## src/hdl/s2i_pkg.sv

```systemverilog
// shared types and constants for the string to integer converter
package s2i_pkg;

    localparam int SYM_W     = 8;
    localparam int SYM_MAX   = 16;
    localparam int CHAR_W    = 8;
    localparam int VALUE_W   = 32;
    localparam int CFG_IDX_W = 2;
    localparam int CFG_DAT_W = 64;
    localparam int BASE_W    = 5;

    // register indexes
    localparam logic [CFG_IDX_W-1:0] REG_SYM_LO = 2'd0;
    localparam logic [CFG_IDX_W-1:0] REG_SYM_HI = 2'd1;
    localparam logic [CFG_IDX_W-1:0] REG_BASE   = 2'd2;

    // reset alphabet "0123456789"
    localparam logic [CFG_DAT_W-1:0] SYM_LO_RST = 64'h3736_3534_3332_3130;
    localparam logic [CFG_DAT_W-1:0] SYM_HI_RST = 64'h0000_0000_0000_3938;
    localparam logic [BASE_W-1:0]    BASE_RST   = 5'd10;

    localparam logic [CHAR_W-1:0] CH_NUL   = 8'd0;
    localparam logic [CHAR_W-1:0] CH_TAB   = 8'd9;
    localparam logic [CHAR_W-1:0] CH_CR    = 8'd13;
    localparam logic [CHAR_W-1:0] CH_SPACE = 8'd32;
    localparam logic [CHAR_W-1:0] CH_PLUS  = 8'h2B;
    localparam logic [CHAR_W-1:0] CH_MINUS = 8'h2D;
    localparam logic [CHAR_W-1:0] CH_DEL   = 8'd127;
    localparam logic [BASE_W-1:0] BASE_MIN = 5'd2;

    // alphabet as seen by the converter
    typedef struct packed {
        logic [2*CFG_DAT_W-1:0] symbols;
        logic [BASE_W-1:0]      base_len;
        logic                   ok;
    } t_alpha;

endpackage

```

## src/hdl/s2i_if.sv

```systemverilog
// channel interfaces: character stream, result stream, configuration writes
interface s2i_char_if;
    logic       valid;
    logic       ready;
    logic [7:0] char_code;
    modport source (output valid, output char_code, input ready);
    modport sink   (input valid, input char_code, output ready);
endinterface

interface s2i_value_if;
    logic               valid;
    logic               ready;
    logic signed [31:0] value;
    modport source (output valid, output value, input ready);
    modport sink   (input valid, input value, output ready);
endinterface

interface s2i_cfg_if;
    logic        valid;
    logic        ready;
    logic [1:0]  index;
    logic [63:0] data;
    modport source (output valid, output index, output data, input ready);
    modport sink   (input valid, input index, input data, output ready);
endinterface

```

## src/hdl/s2i_cfg.sv

```systemverilog
// configuration registers and alphabet check
module s2i_cfg #(
    parameter int MAX_SYMBOLS = 16
) (
    input  logic                              i_clk,
    input  logic                              i_rst_n,
    input  logic                              i_wr,
    input  logic [s2i_pkg::CFG_IDX_W-1:0]     i_idx,
    input  logic [s2i_pkg::CFG_DAT_W-1:0]     i_data,
    output s2i_pkg::t_alpha                   o_alpha
);
    import s2i_pkg::*;

    logic [CFG_DAT_W-1:0] r_sym_lo;
    logic [CFG_DAT_W-1:0] r_sym_hi;
    logic [BASE_W-1:0]    r_base;
    logic                 n_ok;
    logic [2*CFG_DAT_W-1:0] w_syms;

    assign w_syms = {r_sym_hi, r_sym_lo};

    always_ff @(posedge i_clk) begin
        if (!i_rst_n) begin
            r_sym_lo <= SYM_LO_RST;
            r_sym_hi <= SYM_HI_RST;
            r_base   <= BASE_RST;
        end else begin
            if (i_wr) begin
                case (i_idx)
                    REG_SYM_LO: r_sym_lo <= i_data;
                    REG_SYM_HI: r_sym_hi <= i_data;
                    REG_BASE:   r_base   <= i_data[BASE_W-1:0];
                    default:    ;
                endcase
            end
        end
    end

    // every pair compare is independent, so the nested loops stay shallow
    always_comb begin
        logic [SYM_W-1:0] s;
        n_ok = (r_base >= BASE_MIN) && (r_base <= BASE_W'(MAX_SYMBOLS));
        for (int i = 0; i < MAX_SYMBOLS; i++) begin
            s = w_syms[SYM_W*i +: SYM_W];
            if (BASE_W'(i) < r_base) begin
                if (s <= CH_SPACE || s >= CH_DEL || s == CH_PLUS || s == CH_MINUS)
                    n_ok = 1'b0;
                for (int j = i + 1; j < MAX_SYMBOLS; j++) begin
                    if (BASE_W'(j) < r_base && w_syms[SYM_W*j +: SYM_W] == s)
                        n_ok = 1'b0;
                end
            end
        end
    end

    assign o_alpha.symbols  = w_syms;
    assign o_alpha.base_len = r_base;
    assign o_alpha.ok       = n_ok;

endmodule

```

## src/hdl/s2i_conv.sv

```systemverilog
// input register, parse state update and result register
module s2i_conv #(
    parameter int MAX_SYMBOLS = 16
) (
    input  logic                          i_clk,
    input  logic                          i_rst_n,
    input  s2i_pkg::t_alpha               i_alpha,
    input  logic                          i_in_valid,
    output logic                          o_in_ready,
    input  logic [s2i_pkg::CHAR_W-1:0]    i_char,
    output logic                          o_out_valid,
    input  logic                          i_out_ready,
    output logic [s2i_pkg::VALUE_W-1:0]   o_value
);
    import s2i_pkg::*;

    localparam int DIGIT_W = (MAX_SYMBOLS > 1) ? $clog2(MAX_SYMBOLS) : 1;
    localparam int PROD_W  = VALUE_W + BASE_W;

    localparam logic [1:0] PH_SKIP = 2'd0;
    localparam logic [1:0] PH_DIGS = 2'd1;
    localparam logic [1:0] PH_STOP = 2'd2;

    localparam logic [VALUE_W-1:0] MAG_LIMIT = 32'h8000_0000;
    localparam logic [VALUE_W-1:0] POS_MAX   = 32'h7FFF_FFFF;

    logic               r_in_vld;
    logic [CHAR_W-1:0]  r_char;
    logic [1:0]         r_phase, n_phase;
    logic               r_neg, n_neg;
    logic [VALUE_W-1:0] r_mag, n_mag;
    logic               r_out_vld;
    logic [VALUE_W-1:0] r_value, n_value;

    logic               w_adv;
    logic               w_term;
    logic               w_hit;
    logic [DIGIT_W-1:0] w_digit;
    logic [PROD_W-1:0]  w_prod;

    assign w_term     = (r_char == CH_NUL);
    assign w_adv      = r_in_vld && (!w_term || !r_out_vld || i_out_ready);
    assign o_in_ready = !r_in_vld || w_adv;

    // lowest matching symbol index wins
    always_comb begin
        w_hit   = 1'b0;
        w_digit = '0;
        for (int i = MAX_SYMBOLS - 1; i >= 0; i--) begin
            if (BASE_W'(i) < i_alpha.base_len &&
                i_alpha.symbols[SYM_W*i +: SYM_W] == r_char) begin
                w_hit   = 1'b1;
                w_digit = DIGIT_W'(i);
            end
        end
        if (i_alpha.base_len > BASE_W'(MAX_SYMBOLS))
            w_hit = 1'b0;
    end

    assign w_prod = PROD_W'(r_mag) * PROD_W'(i_alpha.base_len) + PROD_W'(w_digit);

    always_comb begin
        logic       digs;
        n_phase = r_phase;
        n_neg   = r_neg;
        n_mag   = r_mag;
        digs    = (r_phase == PH_DIGS);
        if (r_phase == PH_SKIP) begin
            if (r_char == CH_SPACE || (r_char >= CH_TAB && r_char <= CH_CR)) begin
                digs = 1'b0;
            end else if (r_char == CH_MINUS || r_char == CH_PLUS) begin
                n_neg   = (r_char == CH_MINUS);
                n_phase = PH_DIGS;
                digs    = 1'b0;
            end else begin
                n_phase = PH_DIGS;
                digs    = 1'b1;
            end
        end
        if (digs) begin
            if (!w_hit)
                n_phase = PH_STOP;
            else if (w_prod > PROD_W'(MAG_LIMIT))
                n_mag = MAG_LIMIT;
            else
                n_mag = w_prod[VALUE_W-1:0];
        end
    end

    // magnitude never exceeds 2^31, so its top bit marks saturation
    always_comb begin
        if (!i_alpha.ok)
            n_value = '0;
        else if (r_neg)
            n_value = '0 - r_mag;
        else if (r_mag[VALUE_W-1])
            n_value = POS_MAX;
        else
            n_value = r_mag;
    end

    always_ff @(posedge i_clk) begin
        if (!i_rst_n) begin
            r_in_vld  <= 1'b0;
            r_phase   <= PH_SKIP;
            r_neg     <= 1'b0;
            r_mag     <= '0;
            r_out_vld <= 1'b0;
        end else begin
            if (o_in_ready)
                r_in_vld <= i_in_valid;
            if (w_adv && w_term)
                r_out_vld <= 1'b1;
            else if (i_out_ready)
                r_out_vld <= 1'b0;
            if (w_adv) begin
                if (w_term) begin
                    r_phase <= PH_SKIP;
                    r_neg   <= 1'b0;
                    r_mag   <= '0;
                end else begin
                    r_phase <= n_phase;
                    r_neg   <= n_neg;
                    r_mag   <= n_mag;
                end
            end
        end
    end

    always_ff @(posedge i_clk) begin
        if (o_in_ready && i_in_valid)
            r_char <= i_char;
        if (w_adv && w_term)
            r_value <= n_value;
    end

    assign o_out_valid = r_out_vld;
    assign o_value     = r_value;

endmodule

```

## src/hdl/string_to_int_any_base.sv

```systemverilog
// top level: string to signed 32-bit integer in a configurable base
// output: the value is loaded into the result register when the terminator leaves the input register
// throughput: one character per cycle; a terminator waits only while the
//   previous value is still held in the result register
// reset: synchronous active low; clears the parse state and loads the
//   decimal alphabet "0123456789" with base 10
module string_to_int_any_base #(
    parameter int MAX_SYMBOLS = 16
) (
    input  logic              i_clk,
    input  logic              i_rst_n,
    s2i_char_if.sink          i_char,
    s2i_value_if.source       o_value,
    s2i_cfg_if.sink           i_cfg
);
    import s2i_pkg::*;

    t_alpha              w_alpha;
    logic [VALUE_W-1:0]  w_value;

    assign i_cfg.ready = 1'b1;

    s2i_cfg #(
        .MAX_SYMBOLS (MAX_SYMBOLS)
    ) u_cfg (
        .i_clk   (i_clk),
        .i_rst_n (i_rst_n),
        .i_wr    (i_cfg.valid),
        .i_idx   (i_cfg.index),
        .i_data  (i_cfg.data),
        .o_alpha (w_alpha)
    );

    s2i_conv #(
        .MAX_SYMBOLS (MAX_SYMBOLS)
    ) u_conv (
        .i_clk       (i_clk),
        .i_rst_n     (i_rst_n),
        .i_alpha     (w_alpha),
        .i_in_valid  (i_char.valid),
        .o_in_ready  (i_char.ready),
        .i_char      (i_char.char_code),
        .o_out_valid (o_value.valid),
        .i_out_ready (o_value.ready),
        .o_value     (w_value)
    );

    assign o_value.value = signed'(w_value);

endmodule
```

## src/flat_wrapper.sv

```systemverilog
// flat-port wrapper written by rule: the top's interface ports become plain ports
module string_to_int_any_base_flat import s2i_pkg::*;
#(
    parameter int MAX_SYMBOLS = 16
)
  (i_clk, i_rst_n, i_char_valid, i_char_char_code, i_char_ready, o_value_valid, o_value_value, o_value_ready, i_cfg_valid, i_cfg_index, i_cfg_data, i_cfg_ready);
  s2i_char_if i_char_i ();
  s2i_value_if o_value_i ();
  s2i_cfg_if i_cfg_i ();
  input  logic i_clk;
  input  logic i_rst_n;
  input wire logic [$bits(i_char_i.valid)-1:0] i_char_valid;
  input wire logic [$bits(i_char_i.char_code)-1:0] i_char_char_code;
  output wire logic [$bits(i_char_i.ready)-1:0] i_char_ready;
  output wire logic [$bits(o_value_i.valid)-1:0] o_value_valid;
  output wire logic [$bits(o_value_i.value)-1:0] o_value_value;
  input wire logic [$bits(o_value_i.ready)-1:0] o_value_ready;
  input wire logic [$bits(i_cfg_i.valid)-1:0] i_cfg_valid;
  input wire logic [$bits(i_cfg_i.index)-1:0] i_cfg_index;
  input wire logic [$bits(i_cfg_i.data)-1:0] i_cfg_data;
  output wire logic [$bits(i_cfg_i.ready)-1:0] i_cfg_ready;
  assign i_char_i.valid = i_char_valid;
  assign i_char_i.char_code = i_char_char_code;
  assign i_char_ready = i_char_i.ready;
  assign o_value_valid = o_value_i.valid;
  assign o_value_value = o_value_i.value;
  assign o_value_i.ready = o_value_ready;
  assign i_cfg_i.valid = i_cfg_valid;
  assign i_cfg_i.index = i_cfg_index;
  assign i_cfg_i.data = i_cfg_data;
  assign i_cfg_ready = i_cfg_i.ready;
  string_to_int_any_base #(.MAX_SYMBOLS(MAX_SYMBOLS)) u_core (.i_clk(i_clk), .i_rst_n(i_rst_n), .i_char(i_char_i), .o_value(o_value_i), .i_cfg(i_cfg_i));
endmodule
```

## config.mk

```make
export PLATFORM = sky130hd
export DESIGN_NAME = string_to_int_any_base_flat
export DESIGN_NICKNAME = d
export VERILOG_FILES = /design/src/hdl/s2i_pkg.sv /design/src/hdl/s2i_if.sv /design/src/hdl/s2i_cfg.sv /design/src/hdl/s2i_conv.sv /design/src/hdl/string_to_int_any_base.sv /design/src/flat_wrapper.sv
export SDC_FILE = /design/constraint.sdc
export NUM_CORES = 2
export LEC_CHECK = 0
export BUFFER_PORTS_ARGS = -buffer_cell sky130_fd_sc_hd__buf_2
export CAP_MARGIN = 30
export CORE_MARGIN = 1.5
export CORE_UTILIZATION = 59
export DETAILED_ROUTE_END_ITERATION = 10
export PLACE_DENSITY = 0.86
export SETUP_SLACK_MARGIN = 0.02
export SLEW_MARGIN = 25
export SYNTH_ARGS = -nofsm -noshare
export SYNTH_HDL_FRONTEND = slang
export SYNTH_HIERARCHICAL = 1
export SYNTH_SLANG_ARGS = --single-unit
```

## constraint.sdc

```tcl
create_clock -name i_clk -period 6.2 [get_ports i_clk]
set_input_delay 1.24 -clock i_clk [delete_from_list [all_inputs] [get_ports i_clk]]
set_output_delay 1.24 -clock i_clk [all_outputs]
set_load 0.01 [all_outputs]
```

==> impl_summary.txt <==
----------------------------------------------------
[GRT]
  Maximum number of pins on one net before global-route repair ... 93
  Grt ovf ... 0
  Antenna violations before repair ... 5
  Vias in the first global route ... 27869
  Global-route usage over all layers ... 0.441
  First-pass GRT wire length ... 168 mm

[Floorplanning]
  Die height ... 224 um
  Area of the placeable core ... 48000 um^2
  Die extent in x ... 224 um
  # IOs ... 114
  Starting density of the core ... 0.601
  DIE AREA ... 50300 um^2
  Number of core rows ... 80

[Yosys]
  Number of standard cells after synthesis ... 3636
  Avg Cell Area, Syn ... 7.94 um^2
  Count of flip-flops with a built-in enable after synthesis ... 40
  Share of flip-flops with an asynchronous set or reset after synthesis ... 0
  Top flip-flop cell by instance count after synthesis ... sky130_fd_sc_hd__dfxtp_1
  Number of warnings issued by yosys ... 6
  Synth Register Bits ... 210
  Seq/Total Area, Yosys ... 0.159
  Net count of the mapped netlist ... 3883
  Count of different cell masters after synthesis ... 92
  Post-synthesis instance area ... 28900 um^2

[Power]
  Combinational cell fraction of total power ... 0.308
  Peak VDD IR ... 0.146 mV
  Switching fraction of total power ... 0.345
  Share of power burned in the clock network ... 0.344
  Part of the total power dissipated in sequential elements ... 0.348
  Power density of the placed cells ... 139 nW/um^2
  PnR Total Power ... 4.23 mW
  Net Switching ... 1.46 mW
  Pint ... 2.77 mW
  Leakage power total ... 11.7 nW

[Timing]
  Final Hold Violating Endpoints ... 0
  Setup WS post-layout ... 0.235 ns
  Relative slew slack ... 0.326
  Least-Margin Pin Slew ... 1.00 ns
  Final Cycle Share ... 0.962
  Pins Over Slew Limit ... 0
  Fmax ... 168 MHz
  Unrepaired setup endpoints after global routing ... no
  Total setup violations reported at the end of the flow ... 0
  Sum of negative setup slack ... 0 ns
  Maximum clock skew at final layout ... 0.0163 ns
  Final critical-path required period ... 5.97 ns

[Clocking]
  Number of levels in the clock H-tree ... 1
  Clock tree from TritonCTS ... built
  TritonCTS sink count ... 210
  Number of buffers added by the clock tree synthesis step ... 22
  Clock Path Buffers ... 3
  Clock-pin slew of the registers on the worst-case setup and hold paths ... 0.07 ns
  Root buf cell ... sky130_fd_sc_hd__clkbuf_16
  Clock latency at the later pin of the worst-skew pair ... 0.55 ns

[Place]
  Detail Placement HPWL ... 73.3 mm
  Pre-CTS setup slack ... 0.106 ns
  Post-detailed-placement cell area ... 29600 um^2
  Port Buf Inserts ... 112
  Gp weighted congestion ... 1.06

[Routing]
  DRT Wirelength ... 113 mm
  ANT nets after route ... 0
  Remaining routing DRC violations ... 0
  Routed wire length per instance ... 26.9 um
  Vias per cell ... 6.85
  1st-iter DRT viols ... 4060
  First-pass DRT Iterations ... 8
  Vias post-DR ... 28719

[Critical path]
  Launching instance or port of the critical path ... u_core/u_conv/r_char[0]
  Startpoint-to-endpoint class of the critical path ... register to register
  Arrival time of the worst setup path ... 6.40 ns
  Highest net fanout along the worst path ... 8
  Reg-to-Reg Start ... u_core/u_conv/r_char[0]
  Sort of element at the start of the critical path ... register
  Endpoint type of the worst setup path ... register
  Required time of the worst setup path ... 6.63 ns

[Finish]
  Area growth syn-to-layout ... 5.71%
  Most frequent cells in the layout ... sky130_fd_sc_hd__xnor2_1 (759), sky130_fd_sc_hd__nand2_1 (423), sky130_fd_sc_hd__xor2_1 (338), sky130_fd_sc_hd__nand4_1 (211), sky130_fd_sc_hd__buf_4 (177)
  Final Util ... 0.635
  Final standard cell area without fillers ... 30500 um^2
  Filler cell count in the final layout ... 4042
  Multi-input logic area ... 21900 um^2
  Register area ... 4610 um^2
  Most frequent standard cell in the layout excluding fill and tap cells ... sky130_fd_sc_hd__xnor2_1
  Number of nets in the layout ... 3804
  Share of final-layout standard cells stronger than drive strength 1 ... 0.110

[Min path]
  Class of the tightest hold or removal check ... register to register
  Hold Crit Start ... u_core/u_conv/r_phase[0]

[Run status]
  Result of the run ... finished, final reports clean

[Flow run]
  Maximum capacitance violations ... 0

----------------------------------------------------
-- stage by stage --
step | cells | hold WS [ns]
6_report | 4193 | 0.506
5_1_grt | 4188 | 0.540
4_1_cts | 4176 | 0.501
3_5_place_dp | 4136 | 0.492
3_3_place_gp | 4135 | 0.484
2_1_floorplan | 3636 | 0.462
-- final timing paths --
kind / to / slack (ns) / cells past startpoint
hold / removal: u_core/u_conv/r_phase[0] / 0.51 / 2
setup reg to reg: u_core/u_conv/r_mag[18] / 0.23 / 22
setup / recovery: u_core/u_conv/r_mag[18] / 0.23 / 22
hold reg to reg: u_core/u_conv/r_phase[0] / 0.51 / 2
-- cells in the mapped netlist (74+ instances only) --
master	count	area, um^2
sky130_fd_sc_hd__and2_1	76	475
sky130_fd_sc_hd__clkbuf_1	115	432
sky130_fd_sc_hd__ha_1	74	926
sky130_fd_sc_hd__dfxtp_1	170	3400
sky130_fd_sc_hd__xnor2_1	759	6650
sky130_fd_sc_hd__nand3_1	78	390
sky130_fd_sc_hd__nor3_1	106	531
sky130_fd_sc_hd__xor2_1	338	2960
sky130_fd_sc_hd__fa_1	94	1880
sky130_fd_sc_hd__nor4_1	103	644
sky130_fd_sc_hd__a21boi_0	102	766
sky130_fd_sc_hd__a21oi_1	82	410
sky130_fd_sc_hd__inv_1	92	345
sky130_fd_sc_hd__nor2_1	105	394
sky130_fd_sc_hd__nand4_1	211	1320
sky130_fd_sc_hd__nand2_1	423	1590
sky130_fd_sc_hd__buf_2	210	1050
-- cells by family after synthesis --
kind of cell | count (synthesis) | share of synthesized area
simple gates | 1191 | 0.209
xor+xnor | 1097 | 0.333
buf+inv | 497 | 0.0831
compound gates | 464 | 0.116
flops | 210 | 0.159
fa+ha+maj | 168 | 0.0972
mux | 8 | 0.00286
other cells | 1 | 0.000130
-- power by group through the flow --
stage | Combinational, mW | Sequential (mW) | Clock, mW
after global placement | 1.20 | 1.50 | 0
after global routing | 1.36 | 1.47 | 1.51
final | 1.30 | 1.47 | 1.45
after CTS | 1.23 | 1.47 | 1.45
after floorplan | 0.921 | 1.48 | 0
after detailed placement | 1.23 | 1.50 | 0
-- layout make-up --
class,instances,area share
clock inverter,8,0.00398
sequential,210,0.151
clock buffer,32,0.0213
multi-input combinational,2929,0.719
inverter,93,0.0114
timing repair buffer,301,0.0677
tap,615,0.0252
antenna,5,0.000410
-- repair_timing --
item,CTS,global route
resized for setup,0,16
endpoints found under the setup margin,0,31
buffers inserted,0,8
hold buffers,0,0
-- critical path: stages (launching register included) --
cell and delay (ns):
sky130_fd_sc_hd__edfxtp_1 0.53, sky130_fd_sc_hd__buf_4 0.20, sky130_fd_sc_hd__xor2_1 0.15, sky130_fd_sc_hd__nor4_1 0.47, sky130_fd_sc_hd__and3_1 0.30, sky130_fd_sc_hd__a31o_2 0.16
sky130_fd_sc_hd__or3_1 0.14, sky130_fd_sc_hd__nor2b_2 0.06, sky130_fd_sc_hd__fa_1 0.46, sky130_fd_sc_hd__ha_1 0.32, sky130_fd_sc_hd__fa_1 0.50, sky130_fd_sc_hd__ha_1 0.35
sky130_fd_sc_hd__a211oi_1 0.21, sky130_fd_sc_hd__o21a_1 0.18, sky130_fd_sc_hd__a2bb2oi_2 0.23, sky130_fd_sc_hd__a21oi_1 0.11, sky130_fd_sc_hd__and4_1 0.18, sky130_fd_sc_hd__or4b_1 0.53
sky130_fd_sc_hd__nand4_1 0.19, sky130_fd_sc_hd__nor3_4 0.08, sky130_fd_sc_hd__buf_4 0.16, sky130_fd_sc_hd__buf_6 0.13, sky130_fd_sc_hd__a22o_1 0.20
-- registers in the layout (all words and copies together) (netlist names), 2 cells and up --
name                   flops
u_core/u_cfg/r_sym_hi     64
u_core/u_cfg/r_sym_lo     64
u_core/u_conv/o_value     32
u_core/u_conv/r_mag       32
u_core/u_conv/r_char       8
u_core/u_cfg/r_base        5
u_core/u_conv/r_phase      2
-- layer usage --
metal	GRT usage	vias up	share of wire
li1	-	12114	-
met1	0.493	13323	0.33
met2	0.667	2392	0.42
met3	0.161	886	0.14
met5	0	-	0.00027
met4	0.378	4	0.11
(Power assumes the default switching activity.)
